$ cat src/rtl/pds_pkg.sv
// ----------------------------------------------------------------------------
// pds_pkg
// shared types and constants of the pentadiagonal solver
// ----------------------------------------------------------------------------
package pds_pkg;

  localparam int DEF_MAX_ORDER = 64;
  localparam int BAND_COUNT    = 5;
  localparam int Q_FRAC        = 16;
  localparam int DIV_STEPS     = 48;

  localparam logic [2:0] COL_M2  = 3'd0;
  localparam logic [2:0] COL_M1  = 3'd1;
  localparam logic [2:0] COL_DG  = 3'd2;
  localparam logic [2:0] COL_P1  = 3'd3;
  localparam logic [2:0] COL_P2  = 3'd4;
  localparam logic [2:0] COL_RHS = 3'd5;

  localparam logic [1:0] STAT_OK    = 2'd0;
  localparam logic [1:0] STAT_ZDIAG = 2'd1;
  localparam logic [1:0] STAT_FAULT = 2'd2;

  typedef struct packed {
    logic               start;
    logic signed [31:0] num;
    logic signed [31:0] den;
  } div_req_t;

  typedef struct packed {
    logic               done;
    logic signed [31:0] quo;
    logic               flt;
  } div_rsp_t;

endpackage

$ cat src/rtl/pds_div.sv
// ----------------------------------------------------------------------------
// pds_div
// iterative q16.16 divider, one quotient bit per cycle, saturating
// ----------------------------------------------------------------------------
module pds_div (
  input  logic             clk,
  input  logic             rst_n,
  input  pds_pkg::div_req_t req,
  output pds_pkg::div_rsp_t rsp
);
  import pds_pkg::*;

  localparam int CNT_W = $clog2(DIV_STEPS + 1);
  localparam int DVD_W = 32 + Q_FRAC;

  logic             busy_r;
  logic [CNT_W-1:0] cnt_r;
  logic [32:0]      rem_r;
  logic [DVD_W-1:0] dvd_r;
  logic [31:0]      dm_r;
  logic             neg_r;
  logic             done_r;
  logic [31:0]      quo_r;
  logic             flt_r;

  logic [32:0] nm, dmag, rem_sh, rem_sub;
  logic        take;
  logic [31:0] negq;

  always_comb begin
    nm      = req.num[31] ? (33'd0 - {req.num[31], req.num}) : {1'b0, req.num};
    dmag    = req.den[31] ? (33'd0 - {req.den[31], req.den}) : {1'b0, req.den};
    rem_sh  = {rem_r[31:0], dvd_r[DVD_W-1]};
    rem_sub = rem_sh - {1'b0, dm_r};
    take    = rem_sh >= {1'b0, dm_r};
    negq    = ~dvd_r[31:0] + 32'd1;
  end

  always_ff @(posedge clk) begin
    if (!rst_n) begin
      busy_r <= 1'b0;
      done_r <= 1'b0;
    end else begin
      done_r <= 1'b0;
      if (req.start) begin
        if (req.den == 32'sd0) begin
          done_r <= 1'b1;
          flt_r  <= 1'b1;
          if (req.num[31]) begin
            quo_r <= 32'h8000_0000;
          end else if (req.num != 32'sd0) begin
            quo_r <= 32'h7FFF_FFFF;
          end else begin
            quo_r <= 32'd0;
          end
        end else begin
          busy_r <= 1'b1;
          cnt_r  <= '0;
          rem_r  <= '0;
          dvd_r  <= {nm[31:0], {Q_FRAC{1'b0}}};
          dm_r   <= dmag[31:0];
          neg_r  <= req.num[31] ^ req.den[31];
        end
      end else if (busy_r) begin
        if (cnt_r == CNT_W'(DIV_STEPS)) begin
          busy_r <= 1'b0;
          done_r <= 1'b1;
          if (neg_r) begin
            if (dvd_r > DVD_W'(32'h8000_0000)) begin
              quo_r <= 32'h8000_0000;
              flt_r <= 1'b1;
            end else begin
              quo_r <= negq;
              flt_r <= 1'b0;
            end
          end else begin
            if (dvd_r > DVD_W'(32'h7FFF_FFFF)) begin
              quo_r <= 32'h7FFF_FFFF;
              flt_r <= 1'b1;
            end else begin
              quo_r <= dvd_r[31:0];
              flt_r <= 1'b0;
            end
          end
        end else begin
          rem_r <= take ? rem_sub : rem_sh;
          dvd_r <= {dvd_r[DVD_W-2:0], take};
          cnt_r <= cnt_r + CNT_W'(1);
        end
      end
    end
  end

  assign rsp.done = done_r;
  assign rsp.quo  = $signed(quo_r);
  assign rsp.flt  = flt_r;

endmodule

$ cat config.mk
export PLATFORM = sky130hd
export DESIGN_NAME = pds_div
export DESIGN_NICKNAME = d
export VERILOG_FILES = /design/src/rtl/pds_pkg.sv /design/src/rtl/pds_div.sv
export SDC_FILE = /design/constraint.sdc
export NUM_CORES = 1
export LEC_CHECK = 0
export BUFFER_PORTS_ARGS = -buffer_cell sky130_fd_sc_hd__buf_2
export CORE_MARGIN = 2
export CORE_UTILIZATION = 35
export CTS_BUF_LIST = sky130_fd_sc_hd__clkbuf_4 sky130_fd_sc_hd__clkbuf_8
export DETAILED_ROUTE_END_ITERATION = 10
export GPL_TIMING_DRIVEN = 0
export REMOVE_ABC_BUFFERS = 1
export SETUP_SLACK_MARGIN = 0.05
export SLEW_MARGIN = 10
export SYNTH_ARGS = -nofsm -noshare
export SYNTH_HDL_FRONTEND = slang
export SYNTH_SLANG_ARGS = --single-unit
$ cat constraint.sdc
create_clock -name clk -period 9.7 [get_ports clk]
set_input_delay 2.425 -clock clk [delete_from_list [all_inputs] [get_ports clk]]
set_output_delay 2.425 -clock clk [all_outputs]
set_load 0.1 [all_outputs]
==> results_dict.tcl, run 1 <==
set metrics [dict create \
    synth-simple-area-share 0.1717 \
    swShare 0.3233 \
    multiInputGateArea_mm2 0.005087 \
    cts.sinks 154 \
    crit_family "simple AND/OR/NAND/NOR gates" \
    grt_pass1_vias 7957 \
    dr.pass1.iters 5 \
    regArea_mm2 0.004604 \
    p_comb_frac 0.236 \
    power.share.clock 0.303 \
    outcome "finished clean" \
    row_count 62 \
    nFillCells 2871 \
    final_cell_mix "152 x edfxtp_1, 108 x a21oi_1, 100 x o21ai_0" \
    synth_top_family_by_area "compound AO/OA/AOI/OAI gates" \
    layout.cells.most_common "edfxtp_1" \
    cts_max_level 4 \
    post_cts_buffers 0 \
    yosys-top-cells-area "edfxtp_1 45%, a21oi_1 5.4%, o21ai_0 4.9%, ha_1 4.6%, xnor2_1 4.1%" \
    die_width_um 174.1 \
    power_leakage_nw 4.250 \
    holdPathEnd "dvd_r[44]$_DFFE_PP_" \
    slew_viol_final 0 \
    vias_per_cell 5.441 \
    critPathMaxStageDelay_ns 0.56 \
    cts_buffer_depth 2 \
    cts_resized 0 \
    synth-edff-count 152 \
    slowest_stage "or4_4" \
    crit_chain "buf_2, or4_4, nor3_4, nand3_2, or3_4, or4_1, or4_4, o21ai_4, a21boi_4, o21ai_0" \
    fin_skew_ns 0.01816 \
    power.internal_mw 1.205 \
    wl_um 25450 \
    cp_common_cell "or4_4" \
    critPathArrivalTime_ns 6.17 \
    yosysWarnings 0 \
    cp_max_fo 19 \
    hp-class "reg -> reg" \
    peakVddDrop_mv 0.08897 \
    finalSetupViolations 0 \
    reg2reg_from "dvd_r[1]$_SDFFCE_PP0P_" \
    critPathRequiredTime_ns 9.88 \
    ys_seq_area_frac 0.4545 \
    ys_async_sr_fraction 0 \
    synth_seq_cells 154 \
    drive_above_1_share 0.1352 \
    ys.flop_type "edfxtp_1" \
    die_h_um 174.1 \
    power_switching_mw 0.5759 \
    wl_per_cell_um 16.43 \
    cp-end-kind "flop" \
    clk_latency_ns 0.46 \
    antenna_found_initial 3 \
    cts_buffers 17 \
    layout_min_cycle_time_ns 5.989 \
    holdBufCountCts 0 \
    syn-instance-count 1079 \
    worst_slew_pin_slew_ns 1.222 \
    synth_mux_area_frac 0.005064 \
    route.detailed.drc 0 \
    portBuffers 100 \
    max_freq_ghz 0.1670 \
    clock-root-buffer "clkbuf_8" \
    r2r_cells 11 \
    grt_max_degree 103 \
    hold_depth 2 \
    ant_nets 0 \
    r2r-end "quo_r[16]$_DFFE_PP_" \
    cts_tree "built" \
    power_frac_seq 0.461 \
    crit_type "in -> reg" \
    powerDensity_mw_per_mm2 154.6 \
    design.core.area_mm2 0.02863 \
    holdCritStartpoint "dvd_r[43]$_DFFE_PP_" \
    synth.distinct_cells 68 \
    initial_core_util 0.3539 \
    synth_xor_area_frac 0.07436 \
    vias 8428 \
    fin_crit_sh 0.6174 \
    hold_viol_final 0 \
    relSlewSlack 0.1855 \
    grt_usage 0.1683 \
    synth_compound_area_frac 0.2006 \
    nets 1253 \
    r2r_slack_ns 5.10 \
    yosys.area.top_type_share 0.4506 \
    dpl.hpwl_um 17660 \
    clk_pin_slew_worst_paths_ns 0.10 \
    synth_area_leader_cell "edfxtp_1" \
    fin_total_pwr_mw 1.781 \
    drtIter0Drc 663 \
    areaGrowthSynthToFinish_pct 13.73 \
    synth_adder_area_share 0.04768 \
    startpoint_type "input port" \
    rsz0062_at_grt "false" \
    grt-ovfl-total 0 \
    ios 101 \
    max-cap-violations 0 \
    routabilityCongestion 0.8767 \
    crit_buf_inv 1 \
    syn_area_mm2 0.01013 \
    syn_area_per_cell_um2 9.388 \
    grt_pass1_wl_um 41460 \
    fin_util 0.4025 \
    die_area_mm2 0.03032 \
]
per-stage QoR:
step / hold slack (ns) / worst slack, ns / TNS (ns) / area (um2) / std cells
2_1_floorplan: 0.5236 / 1.677 / 0 / 9903 / 1023
3_3_place_gp: 0.5449 / -2.372 / -203.69 / 10880 / 1507
3_5_place_dp: 0.5781 / 3.212 / 0 / 11070 / 1513
4_1_cts: 0.6046 / 3.657 / 0 / 11500 / 1545
5_1_grt: 0.6351 / 3.558 / 0 / 11520 / 1548
6_report: 0.5990 / 3.711 / 0 / 11520 / 1549
flip-flops by register name (all words and copies together) (netlist names):
register,count
cnt_r,6
quo_r,32
neg_r,1
flt_r,1
done_r,1
dm_r,32
dvd_r,48
busy_r,1
rem_r,32
cell families (layout without fill, tap and decap cells):
| group | count (synthesis) | in the layout |
|---|---|---|
| buf+inv | 120 | 202 |
| other cells | 0 | 4 |
| xor+xnor | 86 | 86 |
| simple gates | 341 | 341 |
| mux | 5 | 5 |
| fa+ha+maj | 38 | 38 |
| compound gates | 335 | 335 |
| flops | 154 | 154 |
metal layers:
layer / up-vias / track usage / wire length, um
met1: 4010 / 0.2374 / 11870
met5: - / 0 / 0
met2: 230 / 0.2641 / 11810
li1: 4156 / - / -
met3: 32 / 0.02406 / 1253
met4: 0 / 0.05987 / 512
worst reg2reg max path: cells and delay by family, from the launching register on:
family                   cells  cell delay (ns)
AND/OR/NAND/NOR              6             2.79
AO/OA/AOI/OAI                3             0.92
flip-flops                   1             0.43
adder cells (fa/ha/maj)      1             0.24
buffers and inverters        1             0.10
cells in the mapped netlist (3+ instances only):
master	instances
or4_1	8
o21bai_1	7
nand4_1	10
a21oi_1	110
a31oi_1	8
xnor2_1	47
o211ai_1	7
or3_1	17
inv_1	63
or2_2	4
and3_1	10
o41ai_1	10
o311ai_0	3
nor3_1	39
clkbuf_1	48
o22ai_1	3
ha_1	37
nand2b_1	7
nor3b_1	8
nor2_1	75
xor2_1	39
o21a_1	5
edfxtp_1	152
buf_1	4
a21o_1	21
nor4_1	16
mux2i_1	4
a311oi_1	3
a211oi_1	18
nor2b_1	23
nand3_1	40
nand2_1	69
o31ai_1	19
o21ai_0	100
final cells by class:
| type | instances | area share |
|---|---|---|
| tap | 384 | 0.04170 |
| inverter | 64 | 0.02085 |
| timing repair buffer | 106 | 0.05767 |
| clock inverter | 15 | 0.01738 |
| sequential | 154 | 0.3997 |
| antenna | 4 | 0.0008688 |
| clock buffer | 17 | 0.02031 |
| multi-input combinational | 805 | 0.4416 |
how the worst max path moves through the flow:
stage	start	to	slack, ns	cells past startpoint
final	req[36]	quo_r[29]$_DFFE_PP_	3.71	10
after global placement	req[64]	dvd_r[33]$_DFFE_PP_	-2.37	5
after detailed placement	req[36]	quo_r[29]$_DFFE_PP_	3.21	10
after floorplan	req[0]	cnt_r[0]$_SDFFCE_PP0P_	1.68	9
after global routing	req[36]	quo_r[29]$_DFFE_PP_	3.56	10
after CTS	req[36]	quo_r[29]$_DFFE_PP_	3.66	10
power groups by stage:
stage                     combinational, mW  sequential [mW]  clock, mW
after detailed placement              0.413            0.837          0
final                                 0.420            0.822      0.539
after floorplan                       0.292            0.831          0
after global routing                  0.471            0.828      0.575
after CTS                             0.417            0.821      0.548
after global placement                0.399            0.843          0
(Power assumes the default switching activity.)
==> inputs of run 2 (changes only) <==
clock period = 4.9 ns   (was 9.7 ns; I/O delays follow)
==> run 2 against run 1 <==
Setup slack worse by 3.3 ns. Sequential power up 98%. Cell count rose by 0.19%. Register-to-register slack worse by 4.5 ns. Utilization is 0.087 points higher. Combinational power is 98% higher. Die area unchanged. Clock skew is 0.0016 ns higher. Total power grew 98%. Via count is essentially flat. Wire length hardly changed. Count of clock-buffer cells in the layout stayed put. Critical path type unchanged.
==> results_dict.tcl, run 2 (same netlist as run 1, synthesis figures left out) <==
set metrics [dict create \
    timing.hold.ws_ns 0.6020 \
    multiInputGateArea_mm2 0.005090 \
    initial_core_util 0.3539 \
    drive_above_1_share 0.1383 \
    holdBufCountCts 0 \
    final.setup.tns_ns 0 \
    cts_tree "built" \
    die_h_um 174.1 \
    relSlewSlack 0.1986 \
    layout.cells.most_common "edfxtp_1" \
    portBuffers 100 \
    clock-root-buffer "clkbuf_8" \
    largest_register_ffs 48 \
    grt-ovfl-total 0 \
    drtIter0Drc 649 \
    cts_buffer_depth 2 \
    clk_latency_ns 0.46 \
    finalSetupViolations 0 \
    rsz0062_at_grt "false" \
    routabilityCongestion 0.8767 \
    die_area_mm2 0.03032 \
    max_freq_ghz 0.2230 \
    max-cap-violations 0 \
    slew_viol_final 0 \
    final_cell_mix "152 x edfxtp_1, 108 x a21oi_1, 100 x o21ai_0" \
    fin_total_pwr_mw 3.530 \
    power_leakage_nw 4.264 \
    outcome "finished clean" \
    hold_viol_final 0 \
    grt_pass1_vias 7960 \
    power.share.clock 0.303 \
    crit_type "in -> reg" \
    fin_skew_ns 0.01981 \
    areaGrowthSynthToFinish_pct 13.98 \
    cts_buffers 17 \
    vias 8421 \
    swShare 0.3236 \
    design.core.area_mm2 0.02863 \
    holdPathEnd "dvd_r[44]$_DFFE_PP_" \
    largest_register "dvd_r" \
    p_comb_frac 0.236 \
    r2r_cells 11 \
    regArea_mm2 0.004604 \
    hp-class "reg -> reg" \
    cp-end-kind "flop" \
    ant_nets 0 \
    fin_crit_sh 0.9152 \
    antenna_found_initial 3 \
    wl_per_cell_um 16.41 \
    r2r-end "quo_r[16]$_DFFE_PP_" \
    reg2reg_from "dvd_r[1]$_SDFFCE_PP0P_" \
    cp_max_fo 13 \
    powerDensity_mw_per_mm2 305.7 \
    cts_max_level 4 \
    grt_pass1_wl_um 41480 \
    route.detailed.drc 0 \
    cts.sinks 154 \
    critPathRequiredTime_ns 5.07 \
    power.internal_mw 2.388 \
    nets 1256 \
    startpoint_type "input port" \
    clk_pin_slew_worst_paths_ns 0.11 \
    crit_start "req[42]" \
    vias_per_cell 5.426 \
    peakVddDrop_mv 0.1762 \
    die_width_um 174.1 \
    power_switching_mw 1.142 \
    critPathArrivalTime_ns 4.66 \
    worst_slew_pin_slew_ns 1.202 \
    holdCritStartpoint "dvd_r[43]$_DFFE_PP_" \
    dr.pass1.iters 5 \
    wl_um 25470 \
    row_count 62 \
    hold_depth 2 \
    dpl.hpwl_um 17660 \
    ios 101 \
    power_frac_seq 0.461 \
    layout_min_cycle_time_ns 4.484 \
    grt_max_degree 103 \
    grt_usage 0.1684 \
    nFillCells 2869 \
    r2r_slack_ns 0.58 \
]
## run 2: cell count changes in the layout (fill, tap and decap cells not counted), sizes merged
cell	delta
buf	+3
## run 2: final cells by class
cell class	instances	area share
Sequential cell	154	0.3988
Clock buffer	17	0.02026
Clock inverter	15	0.01734
Inverter	64	0.02081
Multi-Input combinational cell	805	0.4408
Timing Repair Buffer	109	0.05949
Antenna cell	4	0.0008669
Tap cell	384	0.04161
## run 2: metal layers
layer / routed length, um / up-vias / global-route usage
met5: 0 / - / 0
met4: 454 / 0 / 0.05987
met3: 1106 / 29 / 0.02406
met2: 11720 / 187 / 0.2643
met1: 12180 / 4041 / 0.2375
li1: - / 4164 / -
## run 2: power by group through the flow
stage | Combinational, mW | Sequential, mW | Clock, mW
2_1_floorplan | 0.578 | 1.64 | 0
3_3_place_gp | 0.791 | 1.67 | 0
3_5_place_dp | 0.818 | 1.66 | 0
4_1_cts | 0.825 | 1.63 | 1.09
5_1_grt | 0.935 | 1.64 | 1.14
6_report | 0.833 | 1.63 | 1.07
## run 2: critical path: stages
cell and delay (ns):
buf_2 0.12, or4_1 0.58, nor3_2 0.20, nand3_2 0.15, or3_4 0.41, or4_1 0.49
or4_4 0.48, o21ai_4 0.25, a21boi_4 0.48, o21ai_0 0.25
## run 2: worst max-delay path by stage
| stage | end | slack (ns) | cells past startpoint |
|---|---|---|---|
| finish | quo_r[29]$_DFFE_PP_ | 0.42 | 10 |
| floorplan | cnt_r[0]$_SDFFCE_PP0P_ | -1.92 | 9 |
| global route | quo_r[31]$_DFFE_PP_ | 0.23 | 11 |
| detailed placement | quo_r[29]$_DFFE_PP_ | -0.39 | 10 |
| CTS | quo_r[29]$_DFFE_PP_ | 0.06 | 10 |
| global placement | dvd_r[32]$_DFFE_PP_ | -5.97 | 5 |
## run 2: what timing repair did
action	in CTS	in global routing
endpoints found under the setup margin	18	10
setup buffers	0	3
pin swaps	0	1
resized for setup	1	1
## run 2: per-stage QoR
step | std cells | worst slack, ns | cell area, um2 | util
2_1_floorplan | 1023 | -1.923 | 9903 | -
3_3_place_gp | 1507 | -5.972 | 10880 | 0.3802
3_5_place_dp | 1513 | -0.3880 | 11070 | 0.3867
4_1_cts | 1545 | 0.05661 | 11510 | 0.4020
5_1_grt | 1551 | 0.2331 | 11540 | 0.4033
6_report | 1552 | 0.4155 | 11550 | 0.4034
